`config.mk`:
```
export PLATFORM = sky130hd
export DESIGN_NAME = command_keyword_classifier_core
export DESIGN_NICKNAME = d
export VERILOG_FILES = /design/src/rtl/ckc_pkg.sv /design/src/rtl/command_keyword_classifier_core.sv /design/src/rtl/ckc_front.sv /design/src/rtl/ckc_queue.sv /design/src/rtl/ckc_back.sv
export SDC_FILE = /design/constraint.sdc
export NUM_CORES = 1
export LEC_CHECK = 0
export ABC_AREA = 1
export ABC_CLOCK_PERIOD_IN_PS = 2800
export BUFFER_PORTS_ARGS = -buffer_cell sky130_fd_sc_hd__buf_2
export CAP_MARGIN = 25
export CORE_MARGIN = 4
export CORE_UTILIZATION = 55
export CTS_BUF_LIST = sky130_fd_sc_hd__clkbuf_16
export DETAILED_ROUTE_END_ITERATION = 10
export PLACE_DENSITY = 0.73
export SLEW_MARGIN = 10
export SYNTH_ARGS = -nofsm -noshare
export SYNTH_HDL_FRONTEND = slang
export SYNTH_HIERARCHICAL = 1
export SYNTH_SLANG_ARGS = --single-unit
```
`constraint.sdc`:
```
create_clock -name clk -period 2.8 [get_ports clk]
set_clock_uncertainty 0.05 [all_clocks]
set_input_delay 0.56 -clock clk [delete_from_list [all_inputs] [get_ports clk]]
set_output_delay 0.56 -clock clk [all_outputs]
set_load 0.005 [all_outputs]
```
`src/rtl/ckc_pkg.sv`:
```
// shared types, constants and keyword tables for the command keyword classifier
`timescale 1ns / 1ps
`default_nettype none
package ckc_pkg;

    // default number of payload fields before the field number saturates
    localparam int MAX_FIELDS_DEFAULT = 16;

    // entries in the queue between classifier and emitter (power of two)
    localparam int QUEUE_DEPTH = 4;
    localparam int QPTR_W      = $clog2(QUEUE_DEPTH);

    // keyword table
    localparam int NUM_KW     = 11;
    localparam int KW_MAX_LEN = 11;

    localparam logic [8*KW_MAX_LEN-1:0] KW_TEXT [NUM_KW] = '{
        {"SEND", "_MSG"}, "GET_MSG", "KEEPALIVE", "CONNECT", "LEAVE", "STATUSREQ",
        "LISTSERVERS", "SERVERS", "STATUSRESP", "GETMSG", "SENDMSG"
    };

    localparam logic [3:0] KW_LEN [NUM_KW] = '{
        4'd8, 4'd7, 4'd9, 4'd7, 4'd5, 4'd9, 4'd11, 4'd7, 4'd10, 4'd6, 4'd7
    };

    // result kinds
    localparam logic [1:0] KIND_VERDICT   = 2'd0;
    localparam logic [1:0] KIND_BYTE      = 2'd1;
    localparam logic [1:0] KIND_FIELD_END = 2'd2;

    // verdict codes
    localparam logic signed [4:0] CODE_MALFORMED = -5'sd1;
    localparam logic signed [4:0] CODE_UNKNOWN   = 5'sd0;

    // byte codes
    localparam logic [7:0] CH_COMMA = 8'h2C;
    localparam logic [7:0] CH_SEMI  = 8'h3B;

    // one classified input item, expands to one or two result items
    typedef struct packed {
        logic [1:0]        kind;
        logic signed [4:0] code;
        logic [7:0]        data;
        logic [3:0]        field;
        logic              dual;   // a field end follows the first result
        logic              eob;
    } ckc_rec_t;

    // character at a position of a keyword, zero past its end
    function automatic logic [7:0] kw_char(input int k, input int pos);
        int base;
        base = 8 * (int'(KW_LEN[k]) - 1 - pos);
        if (pos < int'(KW_LEN[k])) begin
            return KW_TEXT[k][base +: 8];
        end
        return 8'h00;
    endfunction

endpackage
`default_nettype wire

```
`src/rtl/command_keyword_classifier_core.sv`:
```
// top level of the command keyword classifier
`timescale 1ns / 1ps
`default_nettype none
// Takes one byte of a command buffer per item (tlast marks the final byte) and
// classifies the comma-closed header against eleven keywords, then emits each
// payload byte of a known command with its field number and a field-end item
// for every comma or semicolon. A byte is accepted in every cycle the four-entry
// record queue has room; it waits in the queue until it reaches the head and the
// output register can load. Each result item is a separate transfer at the output
// port, so a payload byte that ends the buffer (byte plus field end) gives two
// transfers; bytes that give no result (skipped buffer, open header) never enter the queue.
// The output register is the only register between queue and port.
module command_keyword_classifier_core #(
    parameter int MAX_FIELDS = ckc_pkg::MAX_FIELDS_DEFAULT
) (
    input  wire logic        clk,
    input  wire logic        rst_n,
    input  wire logic        s_axis_tvalid,
    output logic             s_axis_tready,
    input  wire logic [7:0]  s_axis_tdata,   // [7:0] char_byte
    input  wire logic        s_axis_tlast,   // end_of_buffer
    output logic             m_axis_tvalid,
    input  wire logic        m_axis_tready,
    output logic [23:0]      m_axis_tdata,   // [4:0] command_code, [12:5] data_byte,
                                             // [16:13] field_index, [23:17] zero
    output logic [2:0]       m_axis_tuser,   // [1:0] kind, [2] buffer_done
    output logic             m_axis_tlast    // run_last
);
    import ckc_pkg::*;

    logic              q_full;
    logic              q_empty;
    logic              push;
    logic              pop;
    ckc_rec_t          push_rec;
    ckc_rec_t          head_rec;
    logic [1:0]        out_kind;
    logic signed [4:0] out_code;
    logic [7:0]        out_data;
    logic [3:0]        out_field;
    logic              out_done;

    // classifier
    ckc_front #(
        .MAX_FIELDS (MAX_FIELDS)
    ) u_front (
        .clk      (clk),
        .rst_n    (rst_n),
        .in_valid (s_axis_tvalid),
        .in_byte  (s_axis_tdata),
        .in_eob   (s_axis_tlast),
        .q_full   (q_full),
        .in_ready (s_axis_tready),
        .push     (push),
        .push_rec (push_rec)
    );

    // record queue
    ckc_queue u_queue (
        .clk      (clk),
        .rst_n    (rst_n),
        .push     (push),
        .push_rec (push_rec),
        .pop      (pop),
        .full     (q_full),
        .empty    (q_empty),
        .head_rec (head_rec)
    );

    // emitter
    ckc_back u_back (
        .clk       (clk),
        .rst_n     (rst_n),
        .q_empty   (q_empty),
        .head_rec  (head_rec),
        .pop       (pop),
        .out_ready (m_axis_tready),
        .out_valid (m_axis_tvalid),
        .out_kind  (out_kind),
        .out_code  (out_code),
        .out_data  (out_data),
        .out_field (out_field),
        .out_last  (m_axis_tlast),
        .out_done  (out_done)
    );

    // output packing
    assign m_axis_tdata = {7'd0, out_field, out_data, out_code};
    assign m_axis_tuser = {out_done, out_kind};

endmodule
`default_nettype wire

```
`src/rtl/ckc_front.sv`:
```
// classifier: tracks header and payload, turns each byte into a queue record
`timescale 1ns / 1ps
`default_nettype none
module ckc_front #(
    parameter int MAX_FIELDS = ckc_pkg::MAX_FIELDS_DEFAULT
) (
    input  wire logic            clk,
    input  wire logic            rst_n,
    input  wire logic            in_valid,
    input  wire logic [7:0]      in_byte,
    input  wire logic            in_eob,
    input  wire logic            q_full,
    output logic                 in_ready,
    output logic                 push,
    output ckc_pkg::ckc_rec_t    push_rec
);
    import ckc_pkg::*;

    localparam int FNUM_W = $clog2(MAX_FIELDS);
    localparam logic [FNUM_W-1:0] FNUM_TOP = FNUM_W'(MAX_FIELDS - 1);

    typedef enum logic [1:0] {
        PH_HEADER,
        PH_PAYLOAD,
        PH_SKIP
    } phase_t;

    phase_t              phase_reg, phase_next;
    logic [3:0]          header_length_reg, header_length_next;
    logic [NUM_KW-1:0]   hits_reg, hits_next;
    logic [FNUM_W-1:0]   field_number_reg, field_number_next;

    logic                accept;
    logic                is_word;
    logic [7:0]          upper;
    logic signed [4:0]   verdict;
    logic                emit;
    ckc_rec_t            rec;

    assign in_ready = !q_full;
    assign accept   = in_valid && in_ready;

    // header character class and upper-casing
    always_comb
    begin
        is_word = ((in_byte >= 8'h30) && (in_byte <= 8'h39)) ||
                  ((in_byte >= 8'h41) && (in_byte <= 8'h5A)) ||
                  ((in_byte >= 8'h61) && (in_byte <= 8'h7A)) ||
                  (in_byte == 8'h5F) || (in_byte == 8'h20) ||
                  ((in_byte >= 8'h09) && (in_byte <= 8'h0D));
        upper = ((in_byte >= 8'h61) && (in_byte <= 8'h7A)) ? (in_byte - 8'd32) : in_byte;
    end

    // keyword lookup at the closing comma, first matching keyword wins
    always_comb
    begin
        verdict = CODE_UNKNOWN;
        for (int k = NUM_KW - 1; k >= 0; k--) begin
            if (hits_reg[k] && (KW_LEN[k] == header_length_reg)) begin
                verdict = 5'(k + 1);
            end
        end
        if (header_length_reg == 4'd0) begin
            verdict = CODE_MALFORMED;
        end
    end

    // next state and record for the current byte
    always_comb
    begin
        phase_next         = phase_reg;
        header_length_next = header_length_reg;
        hits_next          = hits_reg;
        field_number_next  = field_number_reg;
        emit               = 1'b0;
        rec.kind           = KIND_VERDICT;
        rec.code           = CODE_UNKNOWN;
        rec.data           = 8'h00;
        rec.field          = 4'(field_number_reg);
        rec.dual           = 1'b0;
        rec.eob            = in_eob;

        unique case (phase_reg)
            PH_HEADER:
            begin
                rec.field = 4'd0;
                if (is_word) begin
                    for (int k = 0; k < NUM_KW; k++) begin
                        if (kw_char(k, int'(header_length_reg)) != upper) begin
                            hits_next[k] = 1'b0;
                        end
                    end
                    if (header_length_reg != 4'd15) begin
                        header_length_next = header_length_reg + 4'd1;
                    end
                    // header never closed
                    emit     = in_eob;
                    rec.code = CODE_MALFORMED;
                end else if (in_byte == CH_COMMA) begin
                    emit              = 1'b1;
                    rec.code          = verdict;
                    phase_next        = (verdict > 5'sd0) ? PH_PAYLOAD : PH_SKIP;
                    field_number_next = '0;
                end else begin
                    emit       = 1'b1;
                    rec.code   = CODE_MALFORMED;
                    phase_next = PH_SKIP;
                end
            end
            PH_PAYLOAD:
            begin
                emit = 1'b1;
                if ((in_byte == CH_COMMA) || (in_byte == CH_SEMI)) begin
                    rec.kind = KIND_FIELD_END;
                    if (field_number_reg != FNUM_TOP) begin
                        field_number_next = field_number_reg + 1'b1;
                    end
                end else begin
                    rec.kind = KIND_BYTE;
                    rec.data = in_byte;
                    // open field holds this byte, so it closes at buffer end
                    rec.dual = in_eob;
                end
            end
            PH_SKIP:
            begin
                emit = 1'b0;
            end
            default:
            begin
                emit = 1'b0;
            end
        endcase

        // buffer end returns everything to the reset state
        if (in_eob) begin
            phase_next         = PH_HEADER;
            header_length_next = 4'd0;
            hits_next          = '1;
            field_number_next  = '0;
        end
    end

    assign push     = accept && emit;
    assign push_rec = rec;

    // state registers
    always_ff @(posedge clk or negedge rst_n)
    begin
        if (!rst_n) begin
            phase_reg         <= PH_HEADER;
            header_length_reg <= 4'd0;
            hits_reg          <= '1;
            field_number_reg  <= '0;
        end else if (accept) begin
            phase_reg         <= phase_next;
            header_length_reg <= header_length_next;
            hits_reg          <= hits_next;
            field_number_reg  <= field_number_next;
        end
    end

endmodule
`default_nettype wire

```
`src/rtl/ckc_queue.sv`:
```
// short record queue between classifier and emitter
`timescale 1ns / 1ps
`default_nettype none
module ckc_queue (
    input  wire logic              clk,
    input  wire logic              rst_n,
    input  wire logic              push,
    input  wire ckc_pkg::ckc_rec_t push_rec,
    input  wire logic              pop,
    output logic                   full,
    output logic                   empty,
    output ckc_pkg::ckc_rec_t      head_rec
);
    import ckc_pkg::*;

    ckc_rec_t            entry_reg [QUEUE_DEPTH];
    logic [QPTR_W-1:0]   wr_ptr_reg;
    logic [QPTR_W-1:0]   rd_ptr_reg;
    logic [QPTR_W:0]     count_reg;
    logic                do_push;
    logic                do_pop;

    assign full     = (count_reg == (QPTR_W + 1)'(QUEUE_DEPTH));
    assign empty    = (count_reg == '0);
    assign do_push  = push && !full;
    assign do_pop   = pop && !empty;
    assign head_rec = entry_reg[rd_ptr_reg];

    // storage
    always_ff @(posedge clk)
    begin
        if (do_push) begin
            entry_reg[wr_ptr_reg] <= push_rec;
        end
    end

    // pointers and fill count
    always_ff @(posedge clk or negedge rst_n)
    begin
        if (!rst_n) begin
            wr_ptr_reg <= '0;
            rd_ptr_reg <= '0;
            count_reg  <= '0;
        end else begin
            if (do_push) begin
                wr_ptr_reg <= wr_ptr_reg + 1'b1;
            end
            if (do_pop) begin
                rd_ptr_reg <= rd_ptr_reg + 1'b1;
            end
            if (do_push && !do_pop) begin
                count_reg <= count_reg + 1'b1;
            end else if (do_pop && !do_push) begin
                count_reg <= count_reg - 1'b1;
            end
        end
    end

endmodule
`default_nettype wire

```
`src/rtl/ckc_back.sv`:
```
// emitter: expands queue records into result items behind an output register
`timescale 1ns / 1ps
`default_nettype none
module ckc_back (
    input  wire logic              clk,
    input  wire logic              rst_n,
    input  wire logic              q_empty,
    input  wire ckc_pkg::ckc_rec_t head_rec,
    output logic                   pop,
    input  wire logic              out_ready,
    output logic                   out_valid,
    output logic [1:0]             out_kind,
    output logic signed [4:0]      out_code,
    output logic [7:0]             out_data,
    output logic [3:0]             out_field,
    output logic                   out_last,
    output logic                   out_done
);
    import ckc_pkg::*;

    logic              valid_reg;
    logic              second_reg, second_next;
    logic              load;
    logic [1:0]        kind_reg, kind_next;
    logic signed [4:0] code_reg, code_next;
    logic [7:0]        data_reg, data_next;
    logic [3:0]        field_reg;
    logic              last_reg, last_next;
    logic              done_reg, done_next;

    assign load = !valid_reg || out_ready;

    // pick the first or the trailing field-end result of the head record
    always_comb
    begin
        if (second_reg) begin
            kind_next   = KIND_FIELD_END;
            code_next   = CODE_UNKNOWN;
            data_next   = 8'h00;
            last_next   = 1'b1;
            done_next   = head_rec.eob;
            second_next = 1'b0;
            pop         = load && !q_empty;
        end else begin
            kind_next   = head_rec.kind;
            code_next   = head_rec.code;
            data_next   = head_rec.data;
            last_next   = !head_rec.dual;
            done_next   = !head_rec.dual && head_rec.eob;
            second_next = head_rec.dual;
            pop         = load && !q_empty && !head_rec.dual;
        end
    end

    // control
    always_ff @(posedge clk or negedge rst_n)
    begin
        if (!rst_n) begin
            valid_reg  <= 1'b0;
            second_reg <= 1'b0;
        end else if (load) begin
            valid_reg <= !q_empty;
            if (!q_empty) begin
                second_reg <= second_next;
            end
        end
    end

    // output payload
    always_ff @(posedge clk)
    begin
        if (load && !q_empty) begin
            kind_reg  <= kind_next;
            code_reg  <= code_next;
            data_reg  <= data_next;
            field_reg <= head_rec.field;
            last_reg  <= last_next;
            done_reg  <= done_next;
        end
    end

    assign out_valid = valid_reg;
    assign out_kind  = kind_reg;
    assign out_code  = code_reg;
    assign out_data  = data_reg;
    assign out_field = field_reg;
    assign out_last  = last_reg;
    assign out_done  = done_reg;

endmodule
`default_nettype wire

```
## Word level (Yosys, flattened, before mapping)

Memories as Yosys holds them, arrays and structs flattened.
Cells that the tools add are included.

- Register bits: 51
- Bits in latches: 0
- Memory bits (writable): 84
- Bits in read-only memories: 0
- Bits of input ports: 13
- Output and inout port bits: 30
- Logic and storage cells: 296
- Memories: 1

Memories:

| memory | depth | width | read ports | clocked after memory_dff | wr ports | line | RTL |
|---|---|---|---|---|---|---|---|
| u_queue.entry_reg | 4 | 21 | 1 | 0 | 1 | ckc_queue.sv:16 | `ckc_rec_t entry_reg [QUEUE_DEPTH];` |

- Add/subtract/negate cells: 14
- Multipliers: 0
- Divide/modulo/power cells: 0
- Magnitude comparators: 16
- Equal/unequal tests: 31
- Shift-type cells: 11
- Muxes and demuxes: 126
- Bitwise gates (word level): 1
- Reduce and logical (&&, ||, !) cells: 71

Operators by type and width:

| operator | number |
|---|---|
| 88-bit by 32-bit indexed part select with 8-bit output (first input constant) | 11 |
| 8-bit two-way mux | 47 |
| 8-bit inequality test | 11 |
| 4-bit two-way mux | 21 |
| 4-bit AND reduction | 12 |
| 1-bit two-way mux | 40 |
| 11-bit two-way mux | 3 |
| 2-bit nonzero test | 15 |
| 8-bit by 6-bit equality test with 1-bit output (second input constant) | 3 |
| 1-bit logical AND | 24 |
| 5-bit two-way mux | 4 |
| 3-bit by 4-bit subtractor with 5-bit output (first input constant) | 4 |
| 4-bit equality test (first input constant) | 4 |
| 8-bit by 7-bit >= comparator with 1-bit output (second input constant) | 2 |
| 8-bit by 7-bit less-or-equal comparator with 1-bit output (second input constant) | 2 |
| 4-bit less-than comparator (second input constant) | 4 |
| 4-bit by 4-bit subtractor with 5-bit output (first input constant) | 3 |
| 2-bit two-way mux | 7 |
| 3-bit by 4-bit equality test with 1-bit output (first input constant) | 3 |
| 4-bit by 3-bit less-than comparator with 1-bit output (second input constant) | 3 |
| 3-bit by 2-bit inequality test with 1-bit output (second input constant) | 3 |
| 4-bit by 1-bit adder with 4-bit output (second input constant) | 2 |
| 8-bit by 7-bit equality test with 1-bit output (second input constant) | 1 |
| 8-bit by 4-bit >= comparator with 1-bit output (second input constant) | 1 |
| other kinds (26) | 40 |

## Longest topological paths before layout

- Depth after elaboration: 20
- Depth in mapped cells: 20

## Cells and area by module

The synthesis kept the hierarchy.

By module, submodules not included:

| module | instances | cells an instance | area each (um^2) | sequential area each (um^2) |
|---|---|---|---|---|
| ckc_queue | 1 | 306 | 3897.5 | 2697.6 |
| ckc_front | 1 | 707 | 3822.4 | 539.3 |
| ckc_back | 1 | 69 | 899.6 | 680.7 |
| command_keyword_classifier_core | 1 | 9 | 63.8 | 0.0 |

## Least setup slack after synthesis

No wires, ideal clock.

- Kind: input -> register
- Start: input s_axis_tdata[5]
- End: memory u_queue/entry_reg[0][0] (netlist name), enable pin
- Arrival: 2610 ps
- Setup slack: -258 ps
- Stages: 11
- Path buffers: 0
- Path through: inv_1 > ha_1 > o21ai_1 > a21oi_1 > o21ai_1 > nand3_1 > o21ai_0 > o21ai_0 > inv_1 > nand2_1 > nor2_1

- Cells in the longest elaborated chain, start to end: 13
- Elaborated cells on any way between the ends: 25

Ends and longest elaborated chain:

| what | line | RTL |
|---|---|---|
| start: declaration | command_keyword_classifier_core.sv:20 | `input wire logic [7:0] s_axis_tdata,` |
| 8-bit by 6-bit >= comparator with 1-bit output (tied with other cells) | ckc_front.sv:46 | `is_word = ((in_byte >= 8'h30) && (in_byte <= 8'h39)) \|\|` |
| 1-bit logical AND, on equally long branches | ckc_front.sv:46, ckc_front.sv:47 |  |
| 1-bit logical OR | ckc_front.sv:46 |  |
| 1-bit logical OR | ckc_front.sv:47 | `((in_byte >= 8'h41) && (in_byte <= 8'h5A)) \|\|` |
| 1-bit logical OR | ckc_front.sv:48 | `((in_byte >= 8'h61) && (in_byte <= 8'h7A)) \|\|` |
| 1-bit logical OR | ckc_front.sv:49 | `(in_byte == 8'h5F) \|\| (in_byte == 8'h20) \|\|` |
| 1-bit logical OR * | ckc_front.sv:49 |  |
| 1-bit two-way mux * | ckc_front.sv:87 | `if (is_word) begin` |
| 1-bit case mux with 2 select lines * | ckc_front.sv:83 | `unique case (phase_reg)` |
| 1-bit logical AND * | ckc_front.sv:144 | `assign push = accept && emit;` |
| named net push | command_keyword_classifier_core.sv:33 | `logic push;` |
| 1-bit logical AND * | ckc_queue.sv:25 | `assign do_push = push && !full;` |
| 1-bit two-way mux * | ckc_queue.sv:32 | `if (do_push) begin` |
| 1-bit two-way mux (not written as such) * | ckc_queue.sv:33 | `entry_reg[wr_ptr_reg] <= push_rec;` |
| end: declaration | ckc_queue.sv:16 |  |

Mark *: on every way through the listed nets, which the timed path passes. The rest lies on a longest branch.

## Final worst setup path

- Start: input s_axis_tdata[0]
- End: register u_queue.count_reg[1]

- Cells in the longest elaborated chain, start to end: 14
- Elaborated cells on any way between the ends: 28

Ends and longest elaborated chain:

| what | line | RTL |
|---|---|---|
| 8-bit by 6-bit >= comparator with 1-bit output (tied with other cells) | ckc_front.sv:46 |  |
| 1-bit logical AND, on equally long branches | ckc_front.sv:46, ckc_front.sv:47 |  |
| 1-bit logical OR | ckc_front.sv:46 |  |
| 1-bit logical OR | ckc_front.sv:47 |  |
| 1-bit logical OR | ckc_front.sv:48 |  |
| 1-bit logical OR | ckc_front.sv:49 |  |
| 1-bit logical OR * | ckc_front.sv:49 |  |
| 1-bit two-way mux * | ckc_front.sv:87 |  |
| 1-bit case mux with 2 select lines * | ckc_front.sv:83 |  |
| 1-bit logical AND * | ckc_front.sv:144 |  |
| named net push | command_keyword_classifier_core.sv:33 |  |
| 1-bit logical AND * | ckc_queue.sv:25 |  |
| named net u_queue.do_push | ckc_queue.sv:20 | `logic do_push;` |
| 1-bit zero test | ckc_queue.sv:53 | `end else if (do_pop && !do_push) begin` |
| 1-bit logical AND | ckc_queue.sv:53 |  |
| 2-bit nonzero test (no source line) | n/a |  |
| end signal: assignment | ckc_queue.sv:52 | `count_reg <= count_reg + 1'b1;` |
| end signal: assignment | ckc_queue.sv:54 | `count_reg <= count_reg - 1'b1;` |
| end: declaration | ckc_queue.sv:19 | `logic [QPTR_W:0] count_reg;` |

Marks and branches as above.
A chain may end at the register's enable or synchronous reset.

==> flow_metrics.tcl <==
set metrics [dict create \
    status "completed" \
    crit_path_max_incr_delay_ns 0.42 \
    period_share 0.914 \
    dieArea_sq_mm 0.0179 \
    nets 1207 \
    p_seq_frac 0.289 \
    hpwlAfterDp_um 16200 \
    synthArstFlopShare 0.222 \
    ff2ff_setup_slack_ns 0.25 \
    cts.path.max_buffers 2 \
    met3_usage 0.0461 \
    drc 0 \
    gp_congestion 0.962 \
    reg2reg_depth 15 \
    grt_max_degree 70 \
    port_buffers 35 \
    combPwrFrac 0.514 \
    placed_cell_area_sq_mm 0.00940 \
    use_met1 0.329 \
    synth_edf_count 105 \
    r2r_start "u_front/header_length_reg[1]" \
    hold_class "input pin to async pin" \
    setup_viol 0 \
    viasPerCell 5.39 \
    end_kind "flop" \
    syn_avg_cell_area_sq_um 7.96 \
    avgRoutedWirePerCell_um 16.2 \
    nFillCells 1317 \
    crit_top_cell "nand2_1" \
    numCtsBuffers 17 \
    cell_internal_pwr_uw 5980 \
    ys_seq_area_frac 0.451 \
    syn_inst 1091 \
    clk_pin_slew_ns 0.07 \
    drtPass1Iterations 5 \
    grt_pass1_wl_um 35800 \
    fp-row-count 45 \
    io_pins 43 \
    antenna_found_initial 1 \
    ant_nets 0 \
    hold-worst-slack_ns 0.151 \
    hold_viol_final 0 \
    ir_drop_uv 501 \
    ys_ff_latch 135 \
    syn_area_sq_mm 0.00868 \
    drv_cap 0 \
    fin_crit_ns 2.56 \
    insertion_delay_ns 0.42 \
    ys_types 45 \
    crit_slowest_cell "fa_1" \
    start_kind "input pin" \
    yosys_most_used_dff "edfxtp_1" \
    grt_pass1_vias 6929 \
    wl_um 22600 \
    worstMarginPinSlew_ns 0.781 \
    cts_tree "done" \
    p_leak_uw 0.00477 \
    r2r_end "u_front/hits_reg[2]" \
    yosys_warnings 6 \
    fmax_mhz 391 \
    die_h_um 134 \
    p_switching_uw 4700 \
    dr_total_vias 7526 \
    start_util 0.567 \
    cp.arrival_ns 2.81 \
    drt_iter0_drc 712 \
    critPathRequiredTime_ns 3.05 \
    area_growth_syn_to_layout_pct 15.2 \
    p_per_area_mw_per_mm2 1070 \
    worst-path-max-fanout 2 \
    grt_usage 0.256 \
    drv_slew 0 \
    slew-limit-headroom 0.479 \
    cts_max_level 4 \
    cts_root_buffer "clkbuf_16" \
    path_cells "buf_2 > buf_4 > nand2_1 > nand2_1 > o21bai_1 > nand2_1 > nand3_1 > o21ai_1 > buf_4 > o21ai_0 > inv_1 > nand2_1 > inv_1 > ha_1 > inv_1 > fa_1 > nand2_1 > o21ai_0" \
    grt.busiest_layer "met2" \
    finalInstanceArea_sq_mm 0.0100 \
    die_w_um 134 \
    use_met2 0.430 \
    hold_buffers 0 \
    power_frac_clock 0.197 \
    cts_sinks 135 \
    layout-drive-gt1-share 0.181 \
    path_class "input pin to flop" \
    core_area_sq_mm 0.0153 \
    largest_reg_flops 84 \
    switching_share 0.440 \
    gr-total-overflow 0 \
]
-- final cells by class --
class / count / area, sq um / share of cell area
inverter: 146 / 552 / 0.0551
sequential: 135 / 3920 / 0.392
clock inverter: 15 / 139 / 0.0139
multi-input combinational: 765 / 3940 / 0.394
tap: 211 / 264 / 0.0264
antenna: 1 / 2.50 / 0.000250
timing repair buffer: 107 / 766 / 0.0765
clock buffer: 17 / 425 / 0.0425
-- placed cells by master (no fill, tap or decap), types with 4 or more instances in the layout --
cell        instances
nand2_2             5
edfxtp_1          105
nand3_1           105
o21ai_1            12
inv_2              13
conb_1              7
nand4_1            22
nor2_1            106
nand2_1           325
dfstp_2            11
dfrtp_1            19
o21ai_0            33
clkbuf_16          17
o211ai_2           21
o211ai_1           26
xor2_1             24
ha_1               20
inv_6               4
buf_2              35
buf_12              4
nor3_1              5
buf_4              68
clkinvlp_4          4
a21oi_1            15
nor2_2             11
inv_1             132
-- how the worst max path moves through the flow --
stage / startpoint / endpoint / slack, ns
global placement: s_axis_tdata[1] / u_queue/count_reg[2] / -0.19
floorplan: s_axis_tdata[5] / u_queue/entry_reg[0][0] / -0.26
global route: u_front/header_length_reg[1] / u_front/hits_reg[5] / -0.0006
detailed placement: s_axis_tdata[1] / u_queue/count_reg[2] / -0.24
CTS: u_front/header_length_reg[1] / u_front/hits_reg[3] / 0.05
finish: s_axis_tdata[0] / u_queue/count_reg[1] / 0.24
-- what timing repair did --
| action | CTS | global route |
|---|---|---|
| buffers inserted | 0 | 0 |
| endpoints found under the setup margin | 0 | 8 |
| resized for setup | 0 | 12 |
-- per-layer routing --
layer | vias to the layer above | routed length [um]
met5 | - | 0
li1 | 3721 | -
met1 | 3479 | 9490
met3 | 46 | 1460
met4 | 0 | 727
met2 | 280 | 10900
-- per-stage QoR --
step	utilization	total power, uW	instances	setup TNS [ns]	setup slack (ns)
after floorplan	-	7120	1097	-21.69	-0.258
after global placement	0.614	8400	1364	-0.356	-0.195
after detailed placement	0.614	8490	1364	-0.468	-0.235
after CTS	0.650	10600	1396	0	0.0485
after global routing	0.653	11600	1397	-0.000590	-0.000590
final	0.653	10700	1397	0	0.240
-- cells in the mapped netlist, types with 2 or more instances --
cell / count / area, sq um
buf_1: 2 / 7.51
xor2_1: 24 / 210
edfxtp_1: 105 / 3150
nand4_1: 22 / 138
dfstp_2: 11 / 289
inv_1: 133 / 499
ha_1: 21 / 263
clkbuf_1: 6 / 22.5
nand3_2: 3 / 30.0
a21oi_2: 2 / 17.5
nand2_2: 3 / 18.8
o21ai_0: 34 / 170
a21oi_1: 15 / 75.1
dfrtp_1: 19 / 475
nor2_1: 112 / 420
inv_2: 12 / 45.0
nor3_1: 6 / 30.0
buf_4: 15 / 113
o21bai_1: 2 / 15.0
buf_6: 9 / 101
nand2_1: 327 / 1230
buf_2: 18 / 90.1
nand3b_1: 3 / 22.5
o211ai_2: 21 / 263
a31oi_1: 2 / 12.5
nand3_1: 105 / 526
nor2_2: 6 / 37.5
o211ai_1: 26 / 195
o21ai_1: 11 / 55.1
-- power by group through the flow --
stage | combinational [uW] | clock, uW | sequential (uW)
after detailed placement | 5380 | 0 | 3120
after global routing | 6190 | 2250 | 3130
after global placement | 5280 | 0 | 3110
after CTS | 5410 | 2130 | 3090
final | 5500 | 2100 | 3090
after floorplan | 4040 | 0 | 3090
-- worst max-delay path: cells and delay by family --
family | cells | cell delay [ns]
adder cells (fa/ha/maj) | 2 | 0.62
AO/OA/AOI/OAI | 4 | 0.49
AND/OR/NAND/NOR | 6 | 0.56
buffers and inverters | 6 | 0.61
-- cells by family after synthesis --
kind of cell	count (synthesis)	share of synthesized area
AO/OA/AOI/OAI	117	0.0970
XOR/XNOR	26	0.0271
adder cells (fa/ha/maj)	22	0.0326
buffers and inverters	197	0.103
flip-flops	135	0.451
other	1	0.000432
AND/OR/NAND/NOR	593	0.288
Power figures use the tool's default switching activity.
